$ cat config.mk
export PLATFORM = sky130hd
export DESIGN_NAME = left_right_best_candidate_select_flat
export DESIGN_NICKNAME = d
export VERILOG_FILES = /design/src/design/lrbcs_pkg.sv /design/src/design/lrbcs_chan_if.sv /design/src/design/left_right_best_candidate_select.sv /design/src/design/lrbcs_front.sv /design/src/design/lrbcs_fifo.sv /design/src/design/lrbcs_back.sv /design/src/flat_wrapper.sv
export SDC_FILE = /design/constraint.sdc
export NUM_CORES = 1
export LEC_CHECK = 0
export BUFFER_PORTS_ARGS = -buffer_cell sky130_fd_sc_hd__buf_4
export CAP_MARGIN = 15
export CORE_MARGIN = 2
export CORE_UTILIZATION = 65
export CTS_CLUSTER_DIAMETER = 200
export DETAILED_ROUTE_END_ITERATION = 16
export PLACE_DENSITY = 0.85
export REMOVE_ABC_BUFFERS = 1
export SYNTH_ARGS = -nofsm -noshare
export SYNTH_HDL_FRONTEND = slang
export SYNTH_HIERARCHICAL = 1
export SYNTH_SLANG_ARGS = --single-unit
$ cat constraint.sdc
create_clock -name clock -period 9.65 [get_ports clock]
set_input_delay 0.965 -clock clock [delete_from_list [all_inputs] [get_ports clock]]
set_output_delay 0.965 -clock clock [all_outputs]
set_load 0.03 [all_outputs]
$ cat src/design/lrbcs_pkg.sv
// Shared types and constants for the left/right best candidate selector.
// Depends on nothing; every other design file imports it.
package lrbcs_pkg;

   // Field widths
   localparam int unsigned DataW    = 16;
   localparam int unsigned CsrAddrW = 2;
   localparam int unsigned MaxCntW  = 2;

   // Batch summary queue between front and back
   localparam int unsigned QueueDepth = 2;
   localparam int unsigned QPtrW      = (QueueDepth > 1) ? $clog2(QueueDepth) : 1;
   localparam int unsigned QCntW      = $clog2(QueueDepth + 1);

   // Register indexes on the csr port
   typedef enum logic [CsrAddrW-1:0] {
      CSR_THRESHOLD = 2'd0,
      CSR_SWAP      = 2'd1,
      CSR_MAX_COUNT = 2'd2
   } csr_index_type;

   // Register reset values
   localparam logic [DataW-1:0]   ThresholdReset = 16'h8000;
   localparam logic               SwapReset      = 1'b0;
   localparam logic [MaxCntW-1:0] MaxCountReset  = 2'd2;

   // Result plan of one batch: first beat, and an optional right-side second beat
   typedef struct packed {
      logic             first_valid;
      logic [DataW-1:0] first_index;
      logic             first_left;
      logic             two;
      logic [DataW-1:0] second_index;
   } batch_sum_type;

   // Queue status seen by both sides
   typedef struct packed {
      logic             full;
      logic             not_empty;
      logic [QCntW-1:0] level;
   } queue_status_type;

endpackage

$ cat src/design/lrbcs_chan_if.sv
// Channel interfaces of the selector: candidate input and selection output.
// Depends on lrbcs_pkg for field widths.
interface lrbcs_req_if import lrbcs_pkg::*; ();
   logic             valid;
   logic             ready;
   logic [DataW-1:0] cand_index;
   logic [DataW-1:0] cand_confidence;
   logic [DataW-1:0] hand_score;
   logic             batch_last;

   modport source (output valid, cand_index, cand_confidence, hand_score, batch_last,
                   input ready);
   modport sink   (input valid, cand_index, cand_confidence, hand_score, batch_last,
                   output ready);
endinterface

interface lrbcs_rsp_if import lrbcs_pkg::*; ();
   logic             valid;
   logic             ready;
   logic             sel_valid;
   logic [DataW-1:0] sel_index;
   logic             is_left;
   logic             sel_last;

   modport source (output valid, sel_valid, sel_index, is_left, sel_last, input ready);
   modport sink   (input valid, sel_valid, sel_index, is_left, sel_last, output ready);
endinterface

$ cat src/design/left_right_best_candidate_select.sv
// Top level of the left/right best candidate selector.
// Depends on lrbcs_pkg, lrbcs_chan_if, lrbcs_front, lrbcs_fifo and lrbcs_back.
//
// Usage:
//   req_bus carries one candidate per beat (index, confidence, hand score,
//   batch_last). Beats are taken back to back while the queue has room. Beats without
//   batch_last produce nothing; the batch_last beat produces one or two beats
//   on rsp_bus: left pick first, then right, the final one with sel_last set.
//   A batch with no pick (or max_count zero) yields one beat with sel_valid 0.
//   The finished plan is written into a two-entry plan queue and then loaded
//   into the registered output stage before it is presented on rsp_bus.
//   rsp_bus sustains one beat per cycle while ready is high, so a two-result
//   batch occupies the output for two beats.
//   If rsp_bus stalls, the output register holds its beat while the queue
//   absorbs up to two finished batches; req_bus.ready drops only when both
//   queue entries are taken. Reset (synchronous) clears stored picks, the
//   queue and the output stage, and loads threshold 32768, no swap, max two.
//   csr writes take effect at once and are meant for idle periods.
module left_right_best_candidate_select import lrbcs_pkg::*; (
   input  logic                clock,
   input  logic                reset,
   lrbcs_req_if.sink           req_bus,
   lrbcs_rsp_if.source         rsp_bus,
   input  logic                csr_wr_en,
   input  logic [CsrAddrW-1:0] csr_addr,
   input  logic [DataW-1:0]    csr_wdata
);

   queue_status_type q_status;
   batch_sum_type    q_data;
   batch_sum_type    q_head;
   logic             q_push;
   logic             q_pop;
   logic             pending;

   lrbcs_front u_front (
      .clock     (clock),
      .reset     (reset),
      .req_bus   (req_bus),
      .csr_wr_en (csr_wr_en),
      .csr_addr  (csr_addr),
      .csr_wdata (csr_wdata),
      .q_status  (q_status),
      .q_push    (q_push),
      .q_data    (q_data)
   );

   lrbcs_fifo u_fifo (
      .clock     (clock),
      .reset     (reset),
      .push      (q_push),
      .push_data (q_data),
      .pop       (q_pop),
      .status    (q_status),
      .head      (q_head)
   );

   lrbcs_back u_back (
      .clock    (clock),
      .reset    (reset),
      .q_status (q_status),
      .q_head   (q_head),
      .q_pop    (q_pop),
      .pending  (pending),
      .rsp_bus  (rsp_bus)
   );

   // A two-beat plan always starts with a real selection
   a_two_has_first: assert property (@(posedge clock) disable iff (reset)
      q_push && q_data.two |-> q_data.first_valid)
      else $error("two-beat plan without a first selection");

   // The empty-batch marker is always the final beat of its batch
   a_marker_last: assert property (@(posedge clock) disable iff (reset)
      rsp_bus.valid && !rsp_bus.sel_valid |-> rsp_bus.sel_last)
      else $error("marker beat without sel_last");

   // A pending second beat means the first beat is still on the output
   a_pending_shown: assert property (@(posedge clock) disable iff (reset)
      pending |-> rsp_bus.valid && !rsp_bus.sel_last)
      else $error("second beat pending without a first beat shown");

   // Queue level stays in range
   a_queue_level: assert property (@(posedge clock) disable iff (reset)
      q_status.level <= QCntW'(QueueDepth))
      else $error("plan queue level out of range");

endmodule

$ cat src/design/lrbcs_front.sv
// Front end: config registers, per-side thresholding and best-pick tracking.
// On a batch's last beat it pushes a result plan into the queue. Uses lrbcs_pkg.
module lrbcs_front import lrbcs_pkg::*; (
   input  logic                clock,
   input  logic                reset,
   lrbcs_req_if.sink           req_bus,
   input  logic                csr_wr_en,
   input  logic [CsrAddrW-1:0] csr_addr,
   input  logic [DataW-1:0]    csr_wdata,
   input  queue_status_type    q_status,
   output logic                q_push,
   output batch_sum_type       q_data
);

   // Config registers
   logic [DataW-1:0]   thr_ff;
   logic               swap_ff;
   logic [MaxCntW-1:0] maxc_ff;

   // Stored picks
   logic             l_have_ff, l_have_in;
   logic [DataW-1:0] l_idx_ff, l_idx_in;
   logic [DataW-1:0] l_conf_ff, l_conf_in;
   logic [DataW-1:0] l_sc_ff, l_sc_in;
   logic             r_have_ff, r_have_in;
   logic [DataW-1:0] r_idx_ff, r_idx_in;
   logic [DataW-1:0] r_conf_ff, r_conf_in;
   logic [DataW-1:0] r_sc_ff, r_sc_in;

   logic             accept;
   logic [DataW-1:0] ls, rs;
   logic             l_take, r_take;
   logic             dup, emit_l, emit_r, use_l0, use_r0;

   assign req_bus.ready = !q_status.full;
   assign accept        = req_bus.valid && req_bus.ready;

   // Config writes
   always_ff @(posedge clock) begin
      if (reset) begin
         thr_ff  <= ThresholdReset;
         swap_ff <= SwapReset;
         maxc_ff <= MaxCountReset;
      end else if (csr_wr_en) begin
         case (csr_index_type'(csr_addr))
            CSR_THRESHOLD: thr_ff  <= csr_wdata;
            CSR_SWAP:      swap_ff <= csr_wdata[0];
            CSR_MAX_COUNT: maxc_ff <= csr_wdata[MaxCntW-1:0];
            default: ;
         endcase
      end
   end

   // Side scores: without swap, right is the complement of the raw score (65535 - x); swap exchanges them
   always_comb begin
      ls = swap_ff ? ~req_bus.hand_score : req_bus.hand_score;
      rs = swap_ff ? req_bus.hand_score : ~req_bus.hand_score;
   end

   // Keep the higher confidence; earlier beat wins a tie
   always_comb begin
      l_take = (ls > thr_ff) && (!l_have_ff || (req_bus.cand_confidence > l_conf_ff));
      r_take = (rs > thr_ff) && (!r_have_ff || (req_bus.cand_confidence > r_conf_ff));

      l_have_in = l_have_ff || l_take;
      l_idx_in  = l_take ? req_bus.cand_index      : l_idx_ff;
      l_conf_in = l_take ? req_bus.cand_confidence : l_conf_ff;
      l_sc_in   = l_take ? ls                      : l_sc_ff;
      r_have_in = r_have_ff || r_take;
      r_idx_in  = r_take ? req_bus.cand_index      : r_idx_ff;
      r_conf_in = r_take ? req_bus.cand_confidence : r_conf_ff;
      r_sc_in   = r_take ? rs                      : r_sc_ff;
   end

   // Result plan for the batch, built from the updated picks
   always_comb begin
      dup    = l_have_in && r_have_in && (l_idx_in == r_idx_in);
      emit_l = l_have_in && !(dup && (l_sc_in < r_sc_in));
      emit_r = r_have_in && !(dup && (l_sc_in >= r_sc_in));
      use_l0 = (maxc_ff != '0) && emit_l;
      use_r0 = (maxc_ff != '0) && !emit_l && emit_r;

      q_data.first_valid  = use_l0 || use_r0;
      q_data.first_index  = use_l0 ? l_idx_in : (use_r0 ? r_idx_in : '0);
      q_data.first_left   = use_l0;
      q_data.two          = (maxc_ff >= MaxCntW'(2)) && emit_l && emit_r;
      q_data.second_index = r_idx_in;
      q_push              = accept && req_bus.batch_last;
   end

   // Pick flags: cleared at reset and after each batch
   always_ff @(posedge clock) begin
      if (reset) begin
         l_have_ff <= 1'b0;
         r_have_ff <= 1'b0;
      end else if (accept) begin
         l_have_ff <= l_have_in && !req_bus.batch_last;
         r_have_ff <= r_have_in && !req_bus.batch_last;
      end
   end

   // Pick payload, only read while its flag is set
   always_ff @(posedge clock) begin
      if (accept) begin
         l_idx_ff  <= l_idx_in;
         l_conf_ff <= l_conf_in;
         l_sc_ff   <= l_sc_in;
         r_idx_ff  <= r_idx_in;
         r_conf_ff <= r_conf_in;
         r_sc_ff   <= r_sc_in;
      end
   end

endmodule

$ cat src/design/lrbcs_fifo.sv
// Short queue of batch result plans between front and back.
// Flop-based, one push and one pop per cycle. Uses lrbcs_pkg.
module lrbcs_fifo import lrbcs_pkg::*; (
   input  logic             clock,
   input  logic             reset,
   input  logic             push,
   input  batch_sum_type    push_data,
   input  logic             pop,
   output queue_status_type status,
   output batch_sum_type    head
);

   batch_sum_type    mem_ff [QueueDepth];
   logic [QPtrW-1:0] wr_ptr_ff, wr_ptr_in;
   logic [QPtrW-1:0] rd_ptr_ff, rd_ptr_in;
   logic [QCntW-1:0] level_ff, level_in;

   assign status.full      = (level_ff == QCntW'(QueueDepth));
   assign status.not_empty = (level_ff != '0);
   assign status.level     = level_ff;
   assign head             = mem_ff[rd_ptr_ff];

   // Pointer and level update
   always_comb begin
      wr_ptr_in = wr_ptr_ff;
      rd_ptr_in = rd_ptr_ff;
      level_in  = level_ff;
      if (push) begin
         wr_ptr_in = (wr_ptr_ff == QPtrW'(QueueDepth - 1)) ? '0 : wr_ptr_ff + 1'b1;
      end
      if (pop) begin
         rd_ptr_in = (rd_ptr_ff == QPtrW'(QueueDepth - 1)) ? '0 : rd_ptr_ff + 1'b1;
      end
      if (push && !pop) begin
         level_in = level_ff + QCntW'(1);
      end else if (pop && !push) begin
         level_in = level_ff - QCntW'(1);
      end
   end

   always_ff @(posedge clock) begin
      if (reset) begin
         wr_ptr_ff <= '0;
         rd_ptr_ff <= '0;
         level_ff  <= '0;
      end else begin
         wr_ptr_ff <= wr_ptr_in;
         rd_ptr_ff <= rd_ptr_in;
         level_ff  <= level_in;
      end
   end

   // Storage
   always_ff @(posedge clock) begin
      if (push) begin
         mem_ff[wr_ptr_ff] <= push_data;
      end
   end

endmodule

$ cat src/design/lrbcs_back.sv
// Back end: turns queued result plans into one or two output beats
// through a registered output stage. Uses lrbcs_pkg and lrbcs_rsp_if.
module lrbcs_back import lrbcs_pkg::*; (
   input  logic             clock,
   input  logic             reset,
   input  queue_status_type q_status,
   input  batch_sum_type    q_head,
   output logic             q_pop,
   output logic             pending,
   lrbcs_rsp_if.source      rsp_bus
);

   logic             out_valid_ff;
   logic             out_sel_valid_ff;
   logic [DataW-1:0] out_index_ff;
   logic             out_left_ff;
   logic             out_last_ff;
   logic             pend_ff;
   logic [DataW-1:0] pend_index_ff;
   logic             load;

   assign rsp_bus.valid     = out_valid_ff;
   assign rsp_bus.sel_valid = out_sel_valid_ff;
   assign rsp_bus.sel_index = out_index_ff;
   assign rsp_bus.is_left   = out_left_ff;
   assign rsp_bus.sel_last  = out_last_ff;
   assign pending           = pend_ff;

   // Output stage free when empty or being taken this cycle
   assign load  = !out_valid_ff || rsp_bus.ready;
   assign q_pop = load && !pend_ff && q_status.not_empty;

   // Control
   always_ff @(posedge clock) begin
      if (reset) begin
         out_valid_ff <= 1'b0;
         pend_ff      <= 1'b0;
      end else if (load) begin
         if (pend_ff) begin
            out_valid_ff <= 1'b1;
            pend_ff      <= 1'b0;
         end else begin
            out_valid_ff <= q_status.not_empty;
            pend_ff      <= q_status.not_empty && q_head.two;
         end
      end
   end

   // Beat payload: second beat is always the right-side pick and ends the batch
   always_ff @(posedge clock) begin
      if (load) begin
         if (pend_ff) begin
            out_sel_valid_ff <= 1'b1;
            out_index_ff     <= pend_index_ff;
            out_left_ff      <= 1'b0;
            out_last_ff      <= 1'b1;
         end else begin
            out_sel_valid_ff <= q_head.first_valid;
            out_index_ff     <= q_head.first_index;
            out_left_ff      <= q_head.first_left;
            out_last_ff      <= !q_head.two;
            pend_index_ff    <= q_head.second_index;
         end
      end
   end

endmodule

$ cat src/flat_wrapper.sv
// flat-port wrapper written by rule: the top's interface ports become plain ports
module left_right_best_candidate_select_flat import lrbcs_pkg::*;
  (clock, reset, csr_wr_en, csr_addr, csr_wdata, req_bus_valid, req_bus_cand_index, req_bus_cand_confidence, req_bus_hand_score, req_bus_batch_last, req_bus_ready, rsp_bus_valid, rsp_bus_sel_valid, rsp_bus_sel_index, rsp_bus_is_left, rsp_bus_sel_last, rsp_bus_ready);
  lrbcs_req_if req_bus_i ();
  lrbcs_rsp_if rsp_bus_i ();
  input  logic clock;
  input  logic reset;
  input  logic csr_wr_en;
  input  logic [CsrAddrW-1:0] csr_addr;
  input  logic [DataW-1:0] csr_wdata;
  input wire logic [$bits(req_bus_i.valid)-1:0] req_bus_valid;
  input wire logic [$bits(req_bus_i.cand_index)-1:0] req_bus_cand_index;
  input wire logic [$bits(req_bus_i.cand_confidence)-1:0] req_bus_cand_confidence;
  input wire logic [$bits(req_bus_i.hand_score)-1:0] req_bus_hand_score;
  input wire logic [$bits(req_bus_i.batch_last)-1:0] req_bus_batch_last;
  output wire logic [$bits(req_bus_i.ready)-1:0] req_bus_ready;
  output wire logic [$bits(rsp_bus_i.valid)-1:0] rsp_bus_valid;
  output wire logic [$bits(rsp_bus_i.sel_valid)-1:0] rsp_bus_sel_valid;
  output wire logic [$bits(rsp_bus_i.sel_index)-1:0] rsp_bus_sel_index;
  output wire logic [$bits(rsp_bus_i.is_left)-1:0] rsp_bus_is_left;
  output wire logic [$bits(rsp_bus_i.sel_last)-1:0] rsp_bus_sel_last;
  input wire logic [$bits(rsp_bus_i.ready)-1:0] rsp_bus_ready;
  assign req_bus_i.valid = req_bus_valid;
  assign req_bus_i.cand_index = req_bus_cand_index;
  assign req_bus_i.cand_confidence = req_bus_cand_confidence;
  assign req_bus_i.hand_score = req_bus_hand_score;
  assign req_bus_i.batch_last = req_bus_batch_last;
  assign req_bus_ready = req_bus_i.ready;
  assign rsp_bus_valid = rsp_bus_i.valid;
  assign rsp_bus_sel_valid = rsp_bus_i.sel_valid;
  assign rsp_bus_sel_index = rsp_bus_i.sel_index;
  assign rsp_bus_is_left = rsp_bus_i.is_left;
  assign rsp_bus_sel_last = rsp_bus_i.sel_last;
  assign rsp_bus_i.ready = rsp_bus_ready;
  left_right_best_candidate_select u_core (.clock(clock), .reset(reset), .req_bus(req_bus_i), .rsp_bus(rsp_bus_i), .csr_wr_en(csr_wr_en), .csr_addr(csr_addr), .csr_wdata(csr_wdata));
endmodule
# --- Word level (Yosys, flattened, before mapping) ---
# Memory sizes are Yosys's and may differ from the RTL's. A register that Yosys moved wholly into a read port is not among the register bits.
# Index checks and enable logic that the tools add are counted.
classes:
  n_addsub: 4
  bitwise: 2
  order_cmp: 7
  eq_ne: 4
  mux: 19
  reduce_logical: 50
ops:
  columns: ["cell", "count"]
  rows:
  - ["16-bit 2-to-1 mux", 9]
  - ["16-bit > comparator", 4]
  - ["1-bit logical AND", 22]
  - ["16-bit == test", 1]
  - ["16-bit greater-or-equal comparator", 1]
  - ["16-bit < comparator", 1]
  - ["16-bit inverter", 1]
  - ["1-bit zero test", 12]
  - ["2-bit AND reduction", 6]
  - ["1-bit 2-to-1 mux", 8]
  - ["1-bit logical OR", 6]
  - ["2-bit nonzero test", 3]
  - ["2-bit == test, second input constant", 2]
  - ["2-bit 2-to-1 mux", 2]
  - ["1-bit adder, second input constant", 2]
  - ["2-bit by 1-bit adder with 2-bit output, second input constant", 1]
  - ["2-bit by 1-bit == test with 1-bit output, second input constant", 1]
  - ["2-bit greater-or-equal comparator, second input constant", 1]
  - ["2-bit zero test", 1]
  - ["2-bit by 1-bit subtractor with 2-bit output, second input constant", 1]
  - ["1-bit inverter", 1]
word_totals:
  ff_bits: 158
  wordCells: 108
  mem_bits_rw: 70
  input_bits: 72
  mem_count: 1
  out_inout_bits: 21
mem_list:
  columns: ["name", "words", "word_bits", "rd", "rd_clocked_by_memory_dff", "wr", "line", "source"]
  rows:
  - ["u_core.u_fifo.mem_ff", 2, 35, 1, 1, 1, "lrbcs_fifo.sv:13", "batch_sum_type mem_ff [QueueDepth];"]

# --- Longest topological paths before layout ---
# Gate-level depths: netlist of the first run.
depth:
  ltp_word: 15
  depth_mapped: 28
  mapped_depth_nobuf: 23

# --- Cells and area by module ---
# The synthesis of the first run kept the hierarchy.
by_module_without_submodules:
  columns: ["module", "instances", "cells_per_inst", "seq_area_each_um2", "area_per_inst_um2"]
  rows:
  - ["lrbcs_front", 1, 750, 3303.2, 7511.0]
  - ["lrbcs_fifo", 1, 131, 2202.1, 2745.1]
  - ["lrbcs_back", 1, 67, 1091.0, 1378.8]

# --- Least setup slack after synthesis of the first run ---
# Ideal clock, no wire load.
synth_path:
  kind: "in2reg"
  start: "input req_bus_valid"
  end: "memory u_core/u_fifo/mem_ff[0][0] (netlist bit), enable pin"
  n_path_buf: 0
  cell_stages: 3
  required_ps: 9219
  setup_time_ps: 431
  t_arrival_ps: 6019
  slack_ps: 3199
  path_cell_list: "nor2b_1 and2_1 nor2b_1"
synth_between:
  elab_chain_len: 4
synth_rtl:
  columns: ["element", "line", "source"]
  rows:
  - ["start: declaration", "flat_wrapper.sv:11", "input wire logic [$bits(req_bus_i.valid)-1:0] req_bus_valid;"]
  - ["1-bit logical AND", "lrbcs_front.sv:36", "assign accept = req_bus.valid && req_bus.ready;"]
  - ["1-bit logical AND", "lrbcs_front.sv:88", "q_push = accept && req_bus.batch_last;"]
  - ["named net u_core.q_push", "left_right_best_candidate_select.sv:32", "logic q_push;"]
  - ["1-bit 2-to-1 mux", "lrbcs_fifo.sv:55", "if (push) begin"]
  - ["1-bit 2-to-1 mux (not written as such)", "lrbcs_fifo.sv:56", "mem_ff[wr_ptr_ff] <= push_data;"]
  - ["end: declaration", "lrbcs_fifo.sv:13", null]
# The timed path passes the listed nets, and every way through them passes these cells.

==> impl_summary.md, run 1 <==
Clock network
The post-cts sizing count is 0. The maximum clock path buffer count is 3. The number of CTS-inserted buffers is 24. In this run the clock root is driven by a clkbuf_16.

TritonCTS built the clock tree. Post-CTS timing repair inserted 0 buffers for setup. In this run, post-CTS hold repair placed 0 buffers. The clock input transition at the sequential cells of the worst setup and hold paths is 0.06 ns. The clock latency reported for the late side of the worst-skew pair is 0.52 ns. The number of clock sinks seen by CTS is 229.

The number of H-tree branching levels is 1.

STA
The time the final worst path needs with I/O delays and setup is 6.63 ns. In the finished design, the share of the clock period the worst path needs comes to 0.687. Setup repair after global routing left no endpoint under its margin. The summed negative setup slack over all endpoints is 0 ns. The final-report max-slew violation count was 0. The highest attainable clock frequency is 151 MHz.

On the final layout, the worst clock skew is 0.00648 ns. The worst pin sits at a relative slew slack of 0.228. The worst-case hold slack is 0.453 ns. Setup violations remaining at the end of the flow were counted as 0.

The count of endpoints failing hold in the final timing report came to 0. The actual transition at the worst max-transition pin is 1.15 ns.

Yosys
In the synthesized netlist, the number of instances is 948. The post-synthesis share of cell area spent on and, or, nand and nor gates is 0.0862. After synthesis, the most frequently instantiated cells are 201 x edfxtp_1, 112 x inv_1, 88 x nand2_1. Ranked by total cell area, the synthesized netlist is headed by edfxtp_1 52%, ha_1 8.7%, mux2_2 6.7%. The number of register bits inferred by synthesis is 229. Of the total synthesized cell area, the portion taken by XOR and XNOR cells is 0.0271.

The fraction of synthesized area in multiplexers is 0.0936. Among all cell types in the netlist, the one instantiated most often is edfxtp_1. The count of unique library cells instantiated by Yosys is 65. The proportion of synthesized flip-flops having asynchronous set or reset is 0. The main combinational cell family by area after synthesis is multiplexers. The share of Yosys cell area claimed by the top area cell type is 0.519. The mapped netlist covers 0.0116 mm². The share of the Yosys chip area taken by registers is 0.567.

The synthesized-area fraction occupied by ao, oa, aoi and oai cells is 0.0876. The mean post-synth cell area is 12.3 µm². Of all cell types, the one taking the most synthesized area is edfxtp_1. The flip-flop cell with the highest count after synthesis is edfxtp_1. Of the total synthesized cell area, the portion taken by full adders, half adders and majority gates is 0.0871.

The warning count from the yosys run is 6. In this run, synthesis inferred 201 flip-flops with an integrated enable.

Floorplanning
The vertical die dimension is 138 µm. The floorplan step set the die width to 138 µm. The initialized floorplan defines 48 standard-cell rows.

The die covers 0.0190 mm². The top-level port count is 93. The core region is 0.0174 mm².

The initial core utilization is 0.668.

Global routing
The met3 track demand over resource in global routing is 0.0338. The first global-routing pass estimated 37400 µm of wire. The overall global routing resource usage is 0.255. The number of antenna violations at the first check in global routing is 0.

The total overflow left after global routing is 0. The number of global-route vias before repair is 7490. In the global route stage, met1 resource usage came out at 0.346. The routing layer with the top usage in global route is met2.

Entering global routing, the biggest net connects 70 pins. For this run, global-route usage on met2 was measured as 0.428.

Setup path
The maximum fanout count along the critical path is 33. The worst setup path is launched from a flop. The data arrival at the endpoint of the critical path is 6.90 ns. The endpoint required time on the critical path is 9.91 ns. STA classifies the critical path endpoint as a flop. The worst setup path is of the reg -> reg kind.

Cells and area
The layout overhead on the synthesized area is 14.5%. The number of diodes is 0. After filler insertion, the fill cell instance count of the layout stands at 1110. In the final design database the tool counted 1195 nets. The ratio of cells with drive above 1 in the final layout is 0.210.

Placed design
The number of buffers inserted by port buffering is 92. The detailed placement HPWL is 15900 µm. The final weighted congestion of routability-driven global placement is 0.881.

Route
Detailed routing inserted a total of 7576 vias. Wires add up to 23900 µm. The average wire per standard cell is 18.6 µm. In the routed design, unresolved DRC markers number 0. The count of nets left with antenna violations once routing finished came out at 0. The number of iterations in the first detailed-routing pass is 5. The DRC violation total after the first TritonRoute iteration is 531.

In the routed layout, each cell is associated on average with a via count of 5.90.

Power
Summed over all cells, the static leakage comes to 5.40 nW. In this run the power spent charging and discharging nets is 0.00104 W. The sum of internal, switching and leakage power is 0.00339 W. The share of total power dissipated in sequential elements is 0.427. The share of total power dissipated in the clock network is 0.281.

The worst supply voltage drop on vdd is 188 µV. Dividing total power by cell area gives a power density of 255 mW/mm². Internal power comes to 0.00235 W. Of the total power, the share spent switching nets is 0.307. The combinational share of power is 0.292.

Run
Max-cap violations in this run came to 0.

Worst hold path
The path class of the tightest hold or removal check is reg -> reg.

Outcome
The flow ran to the end, and the final reports show no timing, DRC or antenna violations.
## logic make-up after synthesis
logic type      after synthesis
flops                       229
simple gates                204
compound gates              156
buf+inv                     142
mux                         100
fa+ha+maj                    81
xor+xnor                     36
## final timing paths
kind / depth (start not counted) / to / start / slack, ns
setup / recovery: 21 / u_core/u_fifo/mem_ff[1][26]$_DFFE_PP_ / u_core/u_front/swap_ff$_SDFFE_PP0P_ / 3.02
hold / removal: 2 / u_core/u_front/thr_ff[9]$_SDFFE_PP0P_ / u_core/u_front/thr_ff[9]$_SDFFE_PP0P_ / 0.45
setup reg to reg: 21 / u_core/u_fifo/mem_ff[1][26]$_DFFE_PP_ / u_core/u_front/swap_ff$_SDFFE_PP0P_ / 3.02
hold reg to reg: 2 / u_core/u_front/thr_ff[9]$_SDFFE_PP0P_ / u_core/u_front/thr_ff[9]$_SDFFE_PP0P_ / 0.45
## metrics by stage
stage                     cell area (µm²)  setup WS [ns]  instances  utilization
after floorplan                     11500           3.20        918            -
after global placement              12500           3.04       1241        0.718
after detailed placement            12500           2.93       1241        0.718
after CTS                           13300           3.00       1285        0.765
after global routing                13300           2.61       1285        0.765
final                               13300           3.02       1285        0.765
## cells in the final DEF, fill, tap and decap left out, drive strengths merged, types with 3 or more instances in the layout
master,n
clkinv,10
xor2,4
a221oi,4
clkbuf,28
and3,4
inv,112
a32o,4
o22ai,9
xnor2,32
o21a,18
nor3,5
nor2,36
nand2,88
a211oi,3
o21ai,32
ha,81
nand4,21
a21oi,51
buf,98
mux2,70
nor2b,9
dfxtp,28
a31oi,5
o211ai,9
edfxtp,201
and2,4
nand3,8
bufinv,4
a21o,7
nand2b,11
mux2i,30
nand3b,3
## worst max-delay path, cell delays in order (launching register included)
cell     delay, ns
dfxtp_1       0.97
xnor2_1       0.28
inv_1         0.13
ha_1          0.31
nand4_1       0.17
nor4_1        0.61
a31oi_1       0.08
o31a_1        0.21
o21ai_4       0.30
buf_4         0.44
o21ai_0       0.16
ha_1          0.31
nor2b_1       0.13
o21a_1        0.16
o21a_1        0.16
o21a_1        0.16
o21a_1        0.16
o21ai_0       0.19
nand2_1       0.09
a31o_2        0.27
o22ai_4       0.60
mux2_2        0.43
## routing by layer
layer / vias up / share of wire
met2: 266 / 0.49
met1: 3635 / 0.43
met4: 0 / 0.025
li1: 3619 / -
met5: - / 0
met3: 56 / 0.059
## state kept, by name, indices dropped and copies added, names as in the netlist, 2 cells and up, named ones only
signal                           flops
u_core/u_back/pend_index_ff         16
u_core/u_back/rsp_bus.sel_index     16
u_core/u_fifo/level_ff               2
u_core/u_fifo/mem_ff                70
u_core/u_front/l_conf_ff            16
u_core/u_front/l_idx_ff             16
u_core/u_front/l_sc_ff              16
u_core/u_front/maxc_ff               2
u_core/u_front/r_conf_ff            16
u_core/u_front/r_idx_ff             16
u_core/u_front/r_sc_ff              16
u_core/u_front/thr_ff               16
## power by group through the flow
stage	clock [W]	combinational, W	sequential (W)
floorplan	0	0.000590	0.00155
global placement	0	0.000943	0.00145
detailed placement	0	0.000972	0.00146
CTS	0.000963	0.000986	0.00145
global route	0.000998	0.00108	0.00147
finish	0.000953	0.000990	0.00145
## area by class of cell
class	count	area, µm²	area share
Sequential cell	229	6600	0.495
Multi-Input combinational cell	577	4470	0.335
Timing Repair Buffer	98	736	0.0552
Clock buffer	28	626	0.0470
Inverter	112	420	0.0316
Tap cell	225	282	0.0211
Clock inverter	16	194	0.0146
(Power assumes the default switching activity.)
==> inputs of run 2 (changes only) <==
--- a/config.mk
+++ b/config.mk
@@ -8,10 +8,10 @@
 export BUFFER_PORTS_ARGS = -buffer_cell sky130_fd_sc_hd__buf_4
 export CAP_MARGIN = 15
 export CORE_MARGIN = 2
-export CORE_UTILIZATION = 65
+export CORE_UTILIZATION = 60
 export CTS_CLUSTER_DIAMETER = 200
 export DETAILED_ROUTE_END_ITERATION = 16
-export PLACE_DENSITY = 0.85
+export PLACE_DENSITY = 0.8
 export REMOVE_ABC_BUFFERS = 1
 export SYNTH_ARGS = -nofsm -noshare
 export SYNTH_HDL_FRONTEND = slang
==> constraint.sdc (replaced) <==
create_clock -name clock -period 6.6 [get_ports clock]
set_input_delay 0.66 -clock clock [delete_from_list [all_inputs] [get_ports clock]]
set_output_delay 0.66 -clock clock [all_outputs]
set_load 0.03 [all_outputs]
==> impl_summary.md, run 2 (synthesis gave the netlist of run 1 again) <==
Outcome
The flow ran to the end, and the final reports show no timing, DRC or antenna violations.

Cells and area
The multi-input gate area in the final layout was 0.00447 mm² (unchanged). In the layout the commonest cells are 201 x edfxtp_1, 112 x inv_1, 106 x buf_4. The flip-flop count of the largest register, all copies and words added came to 70 (unchanged). The number of diodes was 0 (unchanged). The most frequent standard cell in the layout excluding fill and tap cells is edfxtp_1.

The net total in the final layout was 1203 (+0.67%). The sequential cell area in the final layout is 0.00660 mm² (unchanged). The count of non-filler cells in the finished layout was 1328 (+3.3%). From synthesis to final layout, the design area changed by 15.8%. The number of fillers in the final layout is 1326 (+19%). The largest register by flop count is u_core/u_fifo/mem_ff. The ratio of cells with drive above 1 in the final layout is 0.220 (+0.00966).

Run
The max-capacitance violation count is 0 (unchanged).

Global routing
The global-route wire length before repair is 38200 µm (+2.2%). The maximum number of pins on one net before global-route repair came to 39 (-44%). The number of antenna violations at the first check in global routing is 0 (unchanged). The sum of overflow across all layers after global routing is 0 (unchanged). The number of global-route vias before repair was 7605 (+1.5%). The overall global routing resource usage was 0.236 (-0.0185).

Route
The number of iterations in the first detailed-routing pass came to 5 (unchanged). The post-route antenna net violation count was 0 (unchanged). The detailed-route vias per instance came to 5.65 (-4.2%). The wire length reported by the detailed router is 23400 µm (-1.8%). The DRC violations left is 0 (unchanged). The DRC violation total after the first TritonRoute iteration is 581 (+9.4%).

The average wire per standard cell is 17.6 µm (-5.0%). The total number of vias was 7503 (-0.96%).

Setup path
The worst register-to-register path begins at u_core/u_front/swap_ff$_SDFFE_PP0P_. STA classifies the critical path endpoint as a flop. The worst setup path is launched from a flop. The data arrival at the endpoint of the critical path is 6.15 ns (-0.75 ns).

The path depth of the worst reg2reg path is 22 (+4.8%). In this run the worst setup path begins at u_core/u_front/swap_ff$_SDFFE_PP0P_. The internal reg-to-reg setup slack is 0.77 ns (-2.25 ns). The end of the worst register-to-register path is u_core/u_fifo/mem_ff[0][25]$_DFFE_PP_.

The setup path with the least slack is of type reg -> reg. The end point of the critical path is u_core/u_fifo/mem_ff[0][25]$_DFFE_PP_. The endpoint required time on the critical path came to 6.92 ns (-2.99 ns). The maximum fanout count along the critical path was 33 (unchanged).

STA
The part of the cycle the worst path needs came to 0.883 (+0.196). The relative slew slack is 0.231 (+0.00393). The setup skew after layout is 0.0101 ns (+0.00362 ns). The count of endpoints failing hold in the final timing report is 0 (unchanged). The highest attainable clock frequency came to 172 MHz (+14%). The final-report max-slew violation count is 0 (unchanged). The actual transition at the worst max-transition pin is 1.15 ns (-0.00328 ns). The count of final setup violators came to 0 (unchanged).

The summed negative setup slack over all endpoints is 0 ns (unchanged). Setup repair after global routing left no endpoint under its margin. The time the final worst path needs with I/O delays and setup is 5.83 ns (-0.804 ns).

Worst hold path
The worst hold path belongs to the class in -> reg.

Floorplanning
The number of placement rows is 50 (+4.2%). The top-level port count is 93 (unchanged). The initial core utilization came to 0.616 (-0.0522). The die outline area is 0.0205 mm² (+8.1%). The vertical die dimension is 143 µm (+4.0%).

The placeable core region is 0.0189 mm² (+8.5%). The chip width is 143 µm (+4.0%).

Power
The worst supply voltage drop on vdd was 219 µV (+17%). The sum of internal, switching and leakage power is 0.00499 W (+47%). The leakage power came to 5.46 nW (+1.0%).

The power per cell area is 371 mW/mm² (+46%).

Placed design
The detailed placement HPWL came to 16200 µm (+1.7%). The final weighted congestion of routability-driven global placement is 0.860 (-2.4%). The number of buffers inserted by port buffering is 92 (unchanged). The post-placement cell count is 1284 (+3.5%).

Clock network
The number of CTS-inserted buffers is 24 (unchanged). The clock input transition at the sequential cells of the worst setup and hold paths came to 0.07 ns (about the same). The number of H-tree branching levels is 1 (unchanged). The setup fix buffers added after clock tree synthesis came to 0 (unchanged).

The maximum clock path buffer count is 3 (unchanged). The number of clock sinks seen by CTS is 229 (unchanged). The buffer type at the clock tree root is clkbuf_16.

The hold-fix buffer count after cts is 0 (unchanged). The post-cts sizing count is 0 (unchanged). TritonCTS built the clock tree. The clock latency reported for the late side of the worst-skew pair is 0.51 ns (about the same).
[run 2: cell count changes in the layout (fill, tap and decap cells not counted)]
cell,previous run,this run
buf_4,98,106
clkbuf_1,3,0
clkinv_4,0,3
clkinv_2,7,5
clkinvlp_4,2,4
bufinv_16,4,5
clkinv_1,2,1
[run 2: cell type report]
cell class                      instances  share of cell area
Clock buffer                           25              0.0456
Clock inverter                         19              0.0187
Tap cell                              260              0.0241
Inverter                              112              0.0312
Timing Repair Buffer                  106              0.0591
Sequential cell                       229               0.490
Multi-Input combinational cell        577               0.332
[run 2: how the worst min path moves through the flow]
stage | start | end | slack (ns) | depth (start not counted)
2_1_floorplan | u_core/u_front/thr_ff[10]$_SDFFE_PP0P_ | u_core/u_front/thr_ff[10]$_SDFFE_PP0P_ | 0.43 | 2
3_3_place_gp | u_core/u_front/thr_ff[10]$_SDFFE_PP0P_ | u_core/u_front/thr_ff[10]$_SDFFE_PP0P_ | 0.44 | 2
3_5_place_dp | u_core/u_front/thr_ff[6]$_SDFFE_PP0P_ | u_core/u_front/thr_ff[6]$_SDFFE_PP0P_ | 0.45 | 2
4_1_cts | req_bus_cand_confidence[0] | u_core/u_front/r_conf_ff[0]$_DFFE_PP_ | 0.32 | 1
5_1_grt | req_bus_cand_confidence[0] | u_core/u_front/l_conf_ff[0]$_DFFE_PP_ | 0.32 | 1
6_report | req_bus_cand_confidence[0] | u_core/u_front/r_conf_ff[0]$_DFFE_PP_ | 0.34 | 1
[run 2: metrics by stage]
stage | instance area [µm²] | setup WS [ns] | utilization | hold WS, ns
2_1_floorplan | 11500 | 0.454 | - | 0.430
3_3_place_gp | 12600 | 0.837 | 0.667 | 0.445
3_5_place_dp | 12600 | 0.641 | 0.667 | 0.447
4_1_cts | 13500 | 0.903 | 0.713 | 0.321
5_1_grt | 13500 | 0.482 | 0.713 | 0.320
6_report | 13500 | 0.771 | 0.713 | 0.337
[run 2: metal layers]
layer,vias up,global-route usage,share of wire
met5,-,0,0
met4,0,0.0697,0.018
met3,37,0.0362,0.053
met2,222,0.391,0.48
met1,3604,0.326,0.45
li1,3640,-,-
[run 2: worst max-delay path, stage by stage, from the launching register on]
cell and delay [ns]:
dfxtp_1 0.30, buf_4 0.21, xnor2_1 0.36, inv_1 0.12
ha_1 0.31, nand4_1 0.18, nor4_1 0.60, a31oi_1 0.09
o31a_1 0.21, o21ai_4 0.11, buf_4 0.38, o21ai_0 0.19
ha_1 0.34, o21a_1 0.11, o21a_1 0.16, o21a_1 0.16
o21a_1 0.15, o21ai_0 0.22, nand2_1 0.08, a31o_2 0.28
o22ai_4 0.47, buf_4 0.28, mux2i_1 0.29
[run 2: power breakdown]
| part | total [W] | internal [W] | switching (W) |
|---|---|---|---|
| clock network | 0.00144 | 0.000880 | 0.000564 |
| registers | 0.00210 | 0.00200 | 0.0000979 |
| logic | 0.00145 | 0.000606 | 0.000848 |
